### config.mk
export PLATFORM = sky130hd
export DESIGN_NAME = depth_image_stereo_shift_core_flat
export DESIGN_NICKNAME = d
export VERILOG_FILES = /design/src/rtl/dsis_pkg.sv /design/src/rtl/dsis_req_if.sv /design/src/rtl/dsis_rsp_if.sv /design/src/rtl/dsis_div.sv /design/src/rtl/dsis_cell.sv /design/src/rtl/depth_image_stereo_shift_core.sv /design/src/flat_wrapper.sv
export SDC_FILE = /design/constraint.sdc
export NUM_CORES = 1
export LEC_CHECK = 0
export BUFFER_PORTS_ARGS = -buffer_cell sky130_fd_sc_hd__clkbuf_2
export CORE_ASPECT_RATIO = 1.25
export CORE_UTILIZATION = 57
export CTS_CLUSTER_DIAMETER = 100
export CTS_CLUSTER_SIZE = 28
export DETAILED_ROUTE_END_ITERATION = 16
export PLACE_DENSITY = 0.85
export SYNTH_ARGS = -nofsm -noshare
export SYNTH_HDL_FRONTEND = slang
export SYNTH_SLANG_ARGS = --single-unit
### constraint.sdc
create_clock -name clock -period 7 [get_ports clock]
set_input_delay 1.05 -clock clock [delete_from_list [all_inputs] [get_ports clock]]
set_output_delay 1.05 -clock clock [all_outputs]
set_load 0.02 [all_outputs]
### src/rtl/dsis_pkg.sv
// Shared types and constants for the depth-image stereo shift core.
// No dependencies; every other file of the block imports this package.
`timescale 1ns / 1ps
`default_nettype none

package dsis_pkg;

   localparam int MAX_SHIFT_DEFAULT = 7;

   localparam int COLOR_W  = 8;
   localparam int DEPTH_W  = 8;
   localparam int GAIN_W   = 8;
   localparam int OFFSET_W = 10;

   // Product of gain and depth, and the divisor offset plus depth.
   localparam int PROD_W = GAIN_W + DEPTH_W;
   localparam int DEN_W  = OFFSET_W + 1;

   localparam int CSR_INDEX_W = 1;
   localparam int CSR_DATA_W  = OFFSET_W;

   localparam logic [CSR_INDEX_W-1:0] CSR_GAIN   = 1'b0;
   localparam logic [CSR_INDEX_W-1:0] CSR_OFFSET = 1'b1;

   localparam logic [GAIN_W-1:0]   GAIN_RESET   = 8'd10;
   localparam logic [OFFSET_W-1:0] OFFSET_RESET = 10'd85;

   typedef struct packed {
      logic [COLOR_W-1:0] red;
      logic [COLOR_W-1:0] green;
      logic [COLOR_W-1:0] blue;
   } pixel_type;

   typedef struct packed {
      logic [COLOR_W-1:0] red_in;
      logic [COLOR_W-1:0] green_in;
      logic [COLOR_W-1:0] blue_in;
      logic [DEPTH_W-1:0] depth;
      logic               row_end;
   } req_word_type;

   typedef struct packed {
      logic [COLOR_W-1:0] red_out;
      logic [COLOR_W-1:0] green_out;
      logic [COLOR_W-1:0] blue_out;
      logic               row_done;
   } rsp_word_type;

   typedef struct packed {
      logic shift;
      logic load_pix;
      logic load_red;
   } cell_ctrl_type;

endpackage

`default_nettype wire

### src/rtl/dsis_req_if.sv
// Input channel of the stereo shift core: valid/ready plus one source pixel word.
// Depends on dsis_pkg.
`timescale 1ns / 1ps
`default_nettype none

interface dsis_req_if;
   import dsis_pkg::*;

   logic         valid;
   logic         ready;
   req_word_type data;

   modport source (output valid, output data, input ready);
   modport sink   (input valid, input data, output ready);
endinterface

`default_nettype wire

### src/rtl/dsis_rsp_if.sv
// Result channel of the stereo shift core: valid/ready plus one output pixel word.
// Depends on dsis_pkg.
`timescale 1ns / 1ps
`default_nettype none

interface dsis_rsp_if;
   import dsis_pkg::*;

   logic         valid;
   logic         ready;
   rsp_word_type data;

   modport source (output valid, output data, input ready);
   modport sink   (input valid, input data, output ready);
endinterface

`default_nettype wire

### src/rtl/dsis_div.sv
// Iterative disparity unit: gain*depth / (offset+depth), saturated to MAX_SHIFT.
// A multiply on start, one range check, then one quotient bit per cycle. Uses dsis_pkg.
`timescale 1ns / 1ps
`default_nettype none

module dsis_div #(
   parameter int MAX_SHIFT = dsis_pkg::MAX_SHIFT_DEFAULT
) (
   input  wire logic                          clock,
   input  wire logic                          reset,
   input  wire logic                          start,
   input  wire logic [dsis_pkg::GAIN_W-1:0]   gain,
   input  wire logic [dsis_pkg::OFFSET_W-1:0] offset,
   input  wire logic [dsis_pkg::DEPTH_W-1:0]  depth,
   output logic                               done,
   output logic [$clog2(MAX_SHIFT+1)-1:0]     quot
);
   import dsis_pkg::*;

   localparam int QW    = $clog2(MAX_SHIFT + 1);
   localparam int KW    = $clog2(QW + 1);
   localparam int CMP_W = PROD_W + QW;
   localparam logic [QW-1:0] QMAX = QW'(MAX_SHIFT);

   logic              busy_ff, busy_in;
   logic              chk_ff, chk_in;
   logic              done_ff, done_in;
   logic [KW-1:0]     k_ff, k_in;
   logic [PROD_W-1:0] rem_ff, rem_in;
   logic [DEN_W-1:0]  den_ff, den_in;
   logic [QW-1:0]     q_ff, q_in;

   logic [CMP_W-1:0]  rem_ext;
   logic [CMP_W-1:0]  den_top;
   logic [CMP_W-1:0]  den_k;

   always_comb begin
      rem_ext = CMP_W'(rem_ff);
      den_top = CMP_W'(den_ff) << QW;
      den_k   = CMP_W'(den_ff) << k_ff;

      busy_in = busy_ff;
      chk_in  = chk_ff;
      done_in = 1'b0;
      k_in    = k_ff;
      rem_in  = rem_ff;
      den_in  = den_ff;
      q_in    = q_ff;

      if (start) begin
         rem_in  = PROD_W'(gain) * PROD_W'(depth);
         den_in  = DEN_W'(offset) + DEN_W'(depth);
         q_in    = '0;
         busy_in = 1'b1;
         chk_in  = 1'b1;
      end else if (busy_ff && chk_ff) begin
         // A zero divisor only happens with a zero product; the result is zero.
         if (den_ff == '0) begin
            q_in    = '0;
            busy_in = 1'b0;
            done_in = 1'b1;
         end else if (rem_ext >= den_top) begin
            q_in    = QMAX;
            busy_in = 1'b0;
            done_in = 1'b1;
         end else begin
            chk_in = 1'b0;
            k_in   = KW'(QW - 1);
         end
      end else if (busy_ff) begin
         if (rem_ext >= den_k) begin
            rem_in = rem_ff - den_k[PROD_W-1:0];
            q_in   = q_ff | (QW'(1) << k_ff);
         end
         if (k_ff == '0) begin
            busy_in = 1'b0;
            done_in = 1'b1;
         end else begin
            k_in = k_ff - KW'(1);
         end
      end
   end

   always_ff @(posedge clock) begin
      if (reset) begin
         busy_ff <= 1'b0;
         chk_ff  <= 1'b0;
         done_ff <= 1'b0;
      end else begin
         busy_ff <= busy_in;
         chk_ff  <= chk_in;
         done_ff <= done_in;
      end
      k_ff   <= k_in;
      rem_ff <= rem_in;
      den_ff <= den_in;
      q_ff   <= q_in;
   end

   assign done = done_ff;
   assign quot = (q_ff > QMAX) ? QMAX : q_ff;

endmodule

`default_nettype wire

### src/rtl/dsis_cell.sv
// One column of the pixel window: holds a pixel, loads a new pixel or a
// shifted red, or takes its right neighbor's pixel. Uses dsis_pkg.
`timescale 1ns / 1ps
`default_nettype none

module dsis_cell (
   input  wire logic                    clock,
   input  wire dsis_pkg::cell_ctrl_type ctrl,
   input  wire dsis_pkg::pixel_type     pix_in,
   input  wire dsis_pkg::pixel_type     neighbor,
   output dsis_pkg::pixel_type          pix_out
);
   import dsis_pkg::*;

   pixel_type pix_ff, pix_next_in;

   always_comb begin
      pix_next_in = pix_ff;
      if (ctrl.shift) begin
         pix_next_in = neighbor;
      end else begin
         if (ctrl.load_pix) begin
            pix_next_in = pix_in;
         end
         // A red copy aimed at this column wins over the column's own red.
         if (ctrl.load_red) begin
            pix_next_in.red = pix_in.red;
         end
      end
   end

   always_ff @(posedge clock) begin
      pix_ff <= pix_next_in;
   end

   assign pix_out = pix_ff;

endmodule

`default_nettype wire

### src/rtl/depth_image_stereo_shift_core.sv
// Depth-image stereo shift core. Each input word is one RGB pixel with its depth;
// its red is copied leftward by a disparity of gain*depth/(offset+depth), capped at
// MAX_SHIFT, into a row of MAX_SHIFT+1 window cells. One word is processed at a
// time: the next word is taken only after the iterative divider, which yields one
// quotient bit per cycle, is done with it and any emission it causes is made; when
// the quotient saturates or the divisor is zero the divider stops after its range
// check. A word that completes a column emits that column, and a row-end word emits
// each pixel still in the window; each emission waits while the previous result is
// still held and not taken.
// Results trail the input by MAX_SHIFT pixels and the last result of a row carries
// row_done. Results wait in an output register, so a new word can be taken while
// the previous result is still unclaimed. Configuration writes are for the user
// to make only while idle; the block itself does not enforce this.
// Depends on dsis_pkg, dsis_req_if, dsis_rsp_if, dsis_div and dsis_cell.
`timescale 1ns / 1ps
`default_nettype none

module depth_image_stereo_shift_core #(
   parameter int MAX_SHIFT = dsis_pkg::MAX_SHIFT_DEFAULT
) (
   input  wire logic                             clock,
   input  wire logic                             reset,
   dsis_req_if.sink                              req_chan,
   dsis_rsp_if.source                            rsp_chan,
   input  wire logic                             csr_we,
   input  wire logic [dsis_pkg::CSR_INDEX_W-1:0] csr_index,
   input  wire logic [dsis_pkg::CSR_DATA_W-1:0]  csr_wdata
);
   import dsis_pkg::*;

   localparam int WIN = MAX_SHIFT + 1;
   localparam int PW  = $clog2(WIN);
   localparam int FW  = $clog2(WIN + 1);

   localparam logic [1:0] ST_IDLE = 2'd0;
   localparam logic [1:0] ST_DIV  = 2'd1;
   localparam logic [1:0] ST_EMIT = 2'd2;

   logic [1:0]          state_ff, state_in;
   logic [FW-1:0]       fill_ff, fill_in;
   logic                at_start_ff, at_start_in;
   logic                flush_ff, flush_in;
   logic                out_valid_ff, out_valid_in;
   rsp_word_type        out_ff, out_in;
   pixel_type           pix_ff, pix_in;
   logic                row_end_ff, row_end_in;
   logic [GAIN_W-1:0]   gain_ff;
   logic [OFFSET_W-1:0] offset_ff;

   logic                accept;
   logic                div_done;
   logic [PW-1:0]       disp;
   logic [PW-1:0]       pos;
   logic [PW-1:0]       tgt;
   logic                red_ok;
   logic                write_en;
   logic                emit_go;

   pixel_type           cell_q [WIN];
   cell_ctrl_type       cell_ctrl [WIN];

   assign accept = req_chan.valid && req_chan.ready;
   assign req_chan.ready = (state_ff == ST_IDLE);

   dsis_div #(
      .MAX_SHIFT(MAX_SHIFT)
   ) u_div (
      .clock  (clock),
      .reset  (reset),
      .start  (accept),
      .gain   (gain_ff),
      .offset (offset_ff),
      .depth  (req_chan.data.depth),
      .done   (div_done),
      .quot   (disp)
   );

   // Fill never exceeds MAX_SHIFT outside of emission, so it fits a cell index.
   assign pos      = fill_ff[PW-1:0];
   assign tgt      = pos - disp;
   assign red_ok   = (disp <= pos) && !(at_start_ff && (tgt == '0));
   assign write_en = (state_ff == ST_DIV) && div_done;
   assign emit_go  = (state_ff == ST_EMIT) && (!out_valid_ff || rsp_chan.ready);

   for (genvar i = 0; i < WIN; i++) begin : g_cell
      assign cell_ctrl[i].shift    = emit_go;
      assign cell_ctrl[i].load_pix = write_en && (pos == PW'(i));
      assign cell_ctrl[i].load_red = write_en && red_ok && (tgt == PW'(i));

      dsis_cell u_cell (
         .clock    (clock),
         .ctrl     (cell_ctrl[i]),
         .pix_in   (pix_ff),
         .neighbor (cell_q[(i + 1 < WIN) ? i + 1 : i]),
         .pix_out  (cell_q[i])
      );
   end

   always_comb begin
      state_in     = state_ff;
      fill_in      = fill_ff;
      at_start_in  = at_start_ff;
      flush_in     = flush_ff;
      out_in       = out_ff;
      out_valid_in = out_valid_ff;
      pix_in       = pix_ff;
      row_end_in   = row_end_ff;

      if (out_valid_ff && rsp_chan.ready) begin
         out_valid_in = 1'b0;
      end

      unique case (state_ff)
         ST_IDLE: begin
            if (accept) begin
               pix_in.red   = req_chan.data.red_in;
               pix_in.green = req_chan.data.green_in;
               pix_in.blue  = req_chan.data.blue_in;
               row_end_in   = req_chan.data.row_end;
               state_in     = ST_DIV;
            end
         end
         ST_DIV: begin
            if (div_done) begin
               fill_in = fill_ff + FW'(1);
               if (row_end_ff) begin
                  flush_in = 1'b1;
                  state_in = ST_EMIT;
               end else if (fill_ff + FW'(1) == FW'(WIN)) begin
                  flush_in = 1'b0;
                  state_in = ST_EMIT;
               end else begin
                  state_in = ST_IDLE;
               end
            end
         end
         ST_EMIT: begin
            if (emit_go) begin
               out_in.red_out   = cell_q[0].red;
               out_in.green_out = cell_q[0].green;
               out_in.blue_out  = cell_q[0].blue;
               out_in.row_done  = flush_ff && (fill_ff == FW'(1));
               out_valid_in     = 1'b1;
               fill_in          = fill_ff - FW'(1);
               if (!flush_ff) begin
                  at_start_in = 1'b0;
                  state_in    = ST_IDLE;
               end else if (fill_ff == FW'(1)) begin
                  at_start_in = 1'b1;
                  state_in    = ST_IDLE;
               end
            end
         end
         default: begin
            state_in = ST_IDLE;
         end
      endcase
   end

   always_ff @(posedge clock) begin
      if (reset) begin
         state_ff     <= ST_IDLE;
         fill_ff      <= '0;
         at_start_ff  <= 1'b1;
         flush_ff     <= 1'b0;
         out_valid_ff <= 1'b0;
         gain_ff      <= GAIN_RESET;
         offset_ff    <= OFFSET_RESET;
      end else begin
         state_ff     <= state_in;
         fill_ff      <= fill_in;
         at_start_ff  <= at_start_in;
         flush_ff     <= flush_in;
         out_valid_ff <= out_valid_in;
         if (csr_we) begin
            unique case (csr_index)
               CSR_GAIN:   gain_ff   <= csr_wdata[GAIN_W-1:0];
               CSR_OFFSET: offset_ff <= csr_wdata[OFFSET_W-1:0];
               default:    gain_ff   <= gain_ff;
            endcase
         end
      end
      out_ff     <= out_in;
      pix_ff     <= pix_in;
      row_end_ff <= row_end_in;
   end

   assign rsp_chan.valid = out_valid_ff;
   assign rsp_chan.data  = out_ff;

endmodule

`default_nettype wire

### src/flat_wrapper.sv
// flat-port wrapper written by rule: the top's interface ports become plain ports
module depth_image_stereo_shift_core_flat import dsis_pkg::*;
#(
   parameter int MAX_SHIFT = dsis_pkg::MAX_SHIFT_DEFAULT
)
  (clock, reset, csr_we, csr_index, csr_wdata, req_chan_valid, req_chan_data, req_chan_ready, rsp_chan_valid, rsp_chan_data, rsp_chan_ready);
  dsis_req_if req_chan_i ();
  dsis_rsp_if rsp_chan_i ();
  input  wire logic clock;
  input  wire logic reset;
  input  wire logic csr_we;
  input  wire logic [dsis_pkg::CSR_INDEX_W-1:0] csr_index;
  input  wire logic [dsis_pkg::CSR_DATA_W-1:0] csr_wdata;
  input wire logic [$bits(req_chan_i.valid)-1:0] req_chan_valid;
  input wire logic [$bits(req_chan_i.data)-1:0] req_chan_data;
  output wire logic [$bits(req_chan_i.ready)-1:0] req_chan_ready;
  output wire logic [$bits(rsp_chan_i.valid)-1:0] rsp_chan_valid;
  output wire logic [$bits(rsp_chan_i.data)-1:0] rsp_chan_data;
  input wire logic [$bits(rsp_chan_i.ready)-1:0] rsp_chan_ready;
  assign req_chan_i.valid = req_chan_valid;
  assign req_chan_i.data = req_chan_data;
  assign req_chan_ready = req_chan_i.ready;
  assign rsp_chan_valid = rsp_chan_i.valid;
  assign rsp_chan_data = rsp_chan_i.data;
  assign rsp_chan_i.ready = rsp_chan_ready;
  depth_image_stereo_shift_core #(.MAX_SHIFT(MAX_SHIFT)) u_core (.clock(clock), .reset(reset), .req_chan(req_chan_i), .rsp_chan(rsp_chan_i), .csr_we(csr_we), .csr_index(csr_index), .csr_wdata(csr_wdata));
endmodule
Word level (Yosys, flattened, before mapping)
Cells that the tools add are included.

Input bits: 49. Flip-flop bits (word level): 304. Output and inout port bits: 27. Word-level logic and storage cells: 235.

Reduce and logical (&&, ||, !) cells: 70. Equal/unequal tests: 31. Muxes and demuxes: 71. Shift operators: 2. $lt $le $gt $ge: 4. Bitwise operators: 4. Add/subtract/negate cells: 6. Multipliers: 1.

Operators with widths (count): 24-bit 2-to-1 mux (15); 16-bit 2-to-1 mux (4); 8-bit 2-to-1 mux (8); 2-bit nonzero test (15); 1-bit logical AND (25); 3-bit equality test (second input constant) (8); 2-bit 2-to-1 mux (12); 1-bit 2-to-1 mux (22); 3-bit nonzero test (7); 16-bit by 19-bit >= comparator with 1-bit output (1); 11-bit by 2-bit left shift with 19-bit output (1); 3-bit 2-to-1 mux (6); 3-bit AND reduction (6); 16-bit by 14-bit >= comparator with 1-bit output (1); 8-bit by 8-bit multiplier with 16-bit output (1); 16-bit subtractor (1); 3-bit by 2-bit equality test with 1-bit output (second input constant) (4); 2-bit != test (second input constant) (6); 2-bit AND reduction (6); 10-bit by 8-bit adder with 11-bit output (1); 11-bit zero test (1); 4-bit 2-to-1 mux (2); 2-bit by 1-bit != test with 1-bit output (second input constant) (4); 4-bit one-hot mux with 2 select lines (1); 25 further kinds (31).

Depth between registers and ports, before layout
Depth in word-level cells: 11. Gate-level depth with buffers: 17. Gate-level depth less buffers: 17.

By module
Synthesis repeated with hierarchy kept, for this count alone.

Cell total of the unflattened synthesis: 1233. Area total of the unflattened synthesis: 17048.9 um^2.

By module, submodules not included: dsis_cell (sequential area each 720.7 um^2, cells an instance 53, area each 1126.1 um^2, times used 8); dsis_div (sequential area each 991.0 um^2, cells an instance 578, area each 5068.6 um^2, times used 1); depth_image_stereo_shift_core (sequential area each 2042.0 um^2, cells an instance 231, area each 2971.6 um^2, times used 1).

Worst setup path after synthesis
Ideal clock, no wire load.

Path kind: input port to flip-flop. Start: input req_chan_data[8]. End: register u_core.u_div.rem_ff[14], data pin. Path slack: 1.887 ns. Stages: 16. Setup time: 0.266 ns. Required time: 6.734 ns. Buffers on the path: 0. Data arrival time: 4.847 ns. Path through: nand2_1 > fa_1 > fa_1 > inv_1 > fa_1 > inv_1 > fa_1 > inv_1 > ha_1 > and2_1 > a311oi_1 > nand2_1 > a311oi_1 > o21ai_1 > xnor2_1 > mux2i_1.

Word-level cells in the longest chain between the ends: 2.

RTL lines: from (decl) (line flat_wrapper.sv:15) `input wire logic [$bits(req_chan_i.data)-1:0] req_chan_data;`; 8-bit by 8-bit multiplier with 16-bit output (line dsis_div.sv:51) `rem_in = PROD_W'(gain) * PROD_W'(depth);`; 16-bit 2-to-1 mux (line dsis_div.sv:50) `if (start) begin`; named net u_core.u_div.rem_in[14] (line dsis_div.sv:29) `logic [PROD_W-1:0] rem_ff, rem_in;`; to (signal assigned) (line dsis_div.sv:95) `rem_ff <= rem_in;`; to (decl) (line dsis_div.sv:29).

The timed path passes the listed nets, and every way through them passes these cells. A chain may end at the register's enable or synchronous reset.

Worst setup path after layout
Same ends and word-level chain as after synthesis.

==> metrics <==
remaining antenna violation count=0; Synth Area in Compound Gates=0.146; syn avg cell area=12.4 sq um; pwr/cell area=between 200 and 250 nW/um^2; WL final=29.5 mm; CTS Sinks=just over 300; Pleak=7.07 nW; Starting Density=0.585; initial antenna violation count=1; die span in y=186 microns; internal reg-to-reg setup slack=2.06 ns; Clock Path Buffers=3; Root Driver=clkbuf_16; first-pass GRT wire length=about 47 mm; core footprint=26300 sq um; post-synth cell types=56; unrepaired setup endpoints after global routing=false; f_max=0.197 GHz; worst hold path class=reg2reg; syn_nets=1410; max_cap viols=0; max_slew headroom=0.239; Top FF cell, synth=edfxtp_1; die area=27600 sq um; final hold violation count=0; post-DP HPWL=21.3 mm; Hold Crit Depth=0; 1st-pass router iterations=5; Synth area leader=edfxtp_1; total track usage=0.218; die width=149 microns; post-synthesis sequential area ratio=0.573; reg-to-reg critical path endpoint=u_core.u_div.rem_ff[14]; # DRC=0; RR Startpoint=u_core.gain_ff[0]; Buffers on Ports=75; Gate Count Post-Synth=1240; initial DRC count=751; R2R depth=16; final setup TNS=0 ns; HP Start=u_core.g_cell[0].u_cell.pix_out[2]; post-cts sizing count=0; CTS Hold Bufs=0; VDD IR max=around 140 uV; crit-path max FO=9; Rows=66; period utilization=0.725; Setup-failing EPs final=0; Hold Path Sink=u_core.rsp_chan.data[3]; min cycle time layout=5.08 ns; vias in the first global route=9300; number of buffers created by CTS=14; clk_lat worst skew=0.50 ns; Yosys warnings=0; Post-CTS Setup Inserts=0; Area contributors post-synth=edfxtp_1 53%, a21o_1 8.8%, ha_1 6.7%; layout cell share with drive strength beyond 1=0.0854; Post-Synth XOR/XNOR Area=0.0160; kind of critical path=in2reg; cell area after synthesis=roughly 15000 sq um; EDFF count, synth=271; Worst setup SP type=input port; commonest non-fill, non-tap cell in the layout=edfxtp_1; area grow syn2layout=6.62%; crit path DAT=~5.3 ns; most frequent cells in the layout=271 x edfxtp_1, 180 x a21o_1, 93 x nand2_1; Setup crit end kind=flop; nets@finish=around 1400; Worst-path clk slew=0.12 ns; max-slew violation count=0; Vias/cell=5.81; outcome=complete, no violations; largest family of logic cells by synthesized area=compound AO/OA/AOI/OAI gates; CP required=7.24 ns; Synth Register Bits=304; CTS tree=built; largest net degree at the start of global routing=92; I/O pin cnt=76; share of synthesized cell area in full adder, half adder and majority cells=0.118; post-synthesis mux area share=0.00896; Worst Skew=~0.015 ns; H-tree depth=1; via count=9405; post-synthesis simple-gate area fraction=0.100; Worst-Margin Slew=1.14 ns; WL per Instance=about 18 microns; Async SR Flop Fraction=0; grt ovf=0; RD Place Congestion=0.918; power consumption=0.00388 W; share of the synthesized area in the top cell type=0.530
==> synth_stat cells, types with 2 or more instances <==
| cell | count |
|---|---|
| o21ai_1 | 8 |
| a21oi_1 | 51 |
| nand2b_1 | 8 |
| buf_1 | 7 |
| edfxtp_1 | 271 |
| fa_1 | 39 |
| mux4_2 | 3 |
| a21o_1 | 180 |
| dfxtp_1 | 33 |
| buf_2 | 5 |
| or3_1 | 2 |
| o211ai_1 | 5 |
| nor2b_1 | 41 |
| a311oi_1 | 2 |
| nand4_1 | 7 |
| or2_2 | 3 |
| xor2_1 | 12 |
| nand2_1 | 93 |
| o31ai_1 | 6 |
| a31oi_1 | 5 |
| o21bai_1 | 6 |
| inv_1 | 90 |
| and2_1 | 55 |
| nor3_1 | 12 |
| mux2i_1 | 7 |
| nand3_1 | 7 |
| o21ai_0 | 27 |
| a22oi_1 | 2 |
| a211oi_1 | 3 |
| o31a_1 | 2 |
| a21boi_0 | 2 |
| and3_1 | 4 |
| xnor2_1 | 16 |
| nand3b_1 | 8 |
| o21a_1 | 10 |
| ha_1 | 82 |
| clkbuf_1 | 52 |
| nor4b_1 | 3 |
| nor3b_1 | 2 |
| a31o_2 | 4 |
| nor4_1 | 5 |
| nor2_1 | 45 |
| o211a_1 | 2 |
==> through the flow <==
stage          hold WS (ns)   util  area, sq um  std cells  setup slack [ns]
3_5_place_dp          0.405  0.607        15900       1593              1.38
4_1_cts               0.430  0.623        16400       1617              1.94
2_1_floorplan         0.400      -        15400       1240              1.89
5_1_grt               0.436  0.623        16400       1617              1.67
6_report              0.428  0.624        16400       1619              1.92
3_3_place_gp          0.401  0.607        15900       1593              1.52
==> worst max-delay path, cell delays in order <==
cell and delay (ns):
clkbuf_2 0.16, nand2_1 0.10, fa_1 0.54, fa_1 0.55, inv_1 0.06, fa_1 0.54
inv_1 0.06, fa_1 0.52, inv_1 0.04, ha_1 0.36, and2_1 0.20, a311oi_1 0.22
nand2_1 0.15, a311oi_1 0.40, o21ai_1 0.14, xnor2_1 0.15, mux2i_1 0.08
==> worst max-delay path by stage <==
stage	cells past startpoint	slack (ns)	start	to
after floorplan	16	1.89	req_chan_data[8]	u_core.u_div.rem_ff[14]
after global placement	17	1.52	req_chan_data[8]	u_core.u_div.rem_ff[14]
after detailed placement	17	1.38	req_chan_data[8]	u_core.u_div.rem_ff[14]
after CTS	17	1.94	req_chan_data[8]	u_core.u_div.rem_ff[14]
after global routing	17	1.67	req_chan_data[8]	u_core.u_div.rem_ff[14]
final	17	1.92	req_chan_data[8]	u_core.u_div.rem_ff[14]
==> layout make-up <==
cell class              count  area [sq um]
repair buffers             77           390
multi-input cells         782          5980
flip-flops and latches    304          8800
clock inverters             1          30.0
clock buffers              23           405
diodes                      2          5.00
inverters                  90           338
well taps                 340           425
fillers                  1993          9890
==> power by group <==
| part | switching, W | total [W] | internal (W) |
|---|---|---|---|
| registers | 0.0000609 | 0.00211 | 0.00205 |
| logic | 0.000452 | 0.000790 | 0.000338 |
| clock network | 0.000529 | 0.000971 | 0.000442 |
| total | 0.00104 | 0.00388 | 0.00283 |
==> routing by layer <==
layer | up-vias | GRT usage | share of wire
met2 | 252 | 0.404 | 0.53
met4 | 0 | 0.0878 | 0.036
met5 | - | 0 | 0
met1 | 4635 | 0.258 | 0.40
met3 | 58 | 0.0223 | 0.036
li1 | 4460 | - | -
==> logic make-up after synthesis <==
| logic type | Yosys count |
|---|---|
| AOI/OAI and AO/OA | 323 |
| xor gates and xnor gates | 28 |
| adders and majority gates | 121 |
| buffers and inverters | 154 |
| DFF | 304 |
| muxes | 10 |
| and+or+nand+nor | 300 |
==> state kept, by name, summed over array words and instances (netlist names) <==
signal / cells
u_core.u_div.rem_ff: 16
u_core.rsp_chan.valid: 1
u_core.rsp_chan.data: 25
u_core.row_end_ff: 1
u_core.flush_ff: 1
u_core.u_div.chk_ff: 1
u_core.g_cell.u_cell.pix_out: 192
u_core.offset_ff: 10
u_core.fill_ff: 4
u_core.u_div.q_ff: 3
u_core.u_div.busy_ff: 1
u_core.at_start_ff: 1
u_core.u_div.done: 1
u_core.u_div.den_ff: 11
u_core.u_div.k_ff: 2
u_core.pix_ff: 24
u_core.state_ff: 2
u_core.gain_ff: 8
Power figures use the tool's default switching activity.
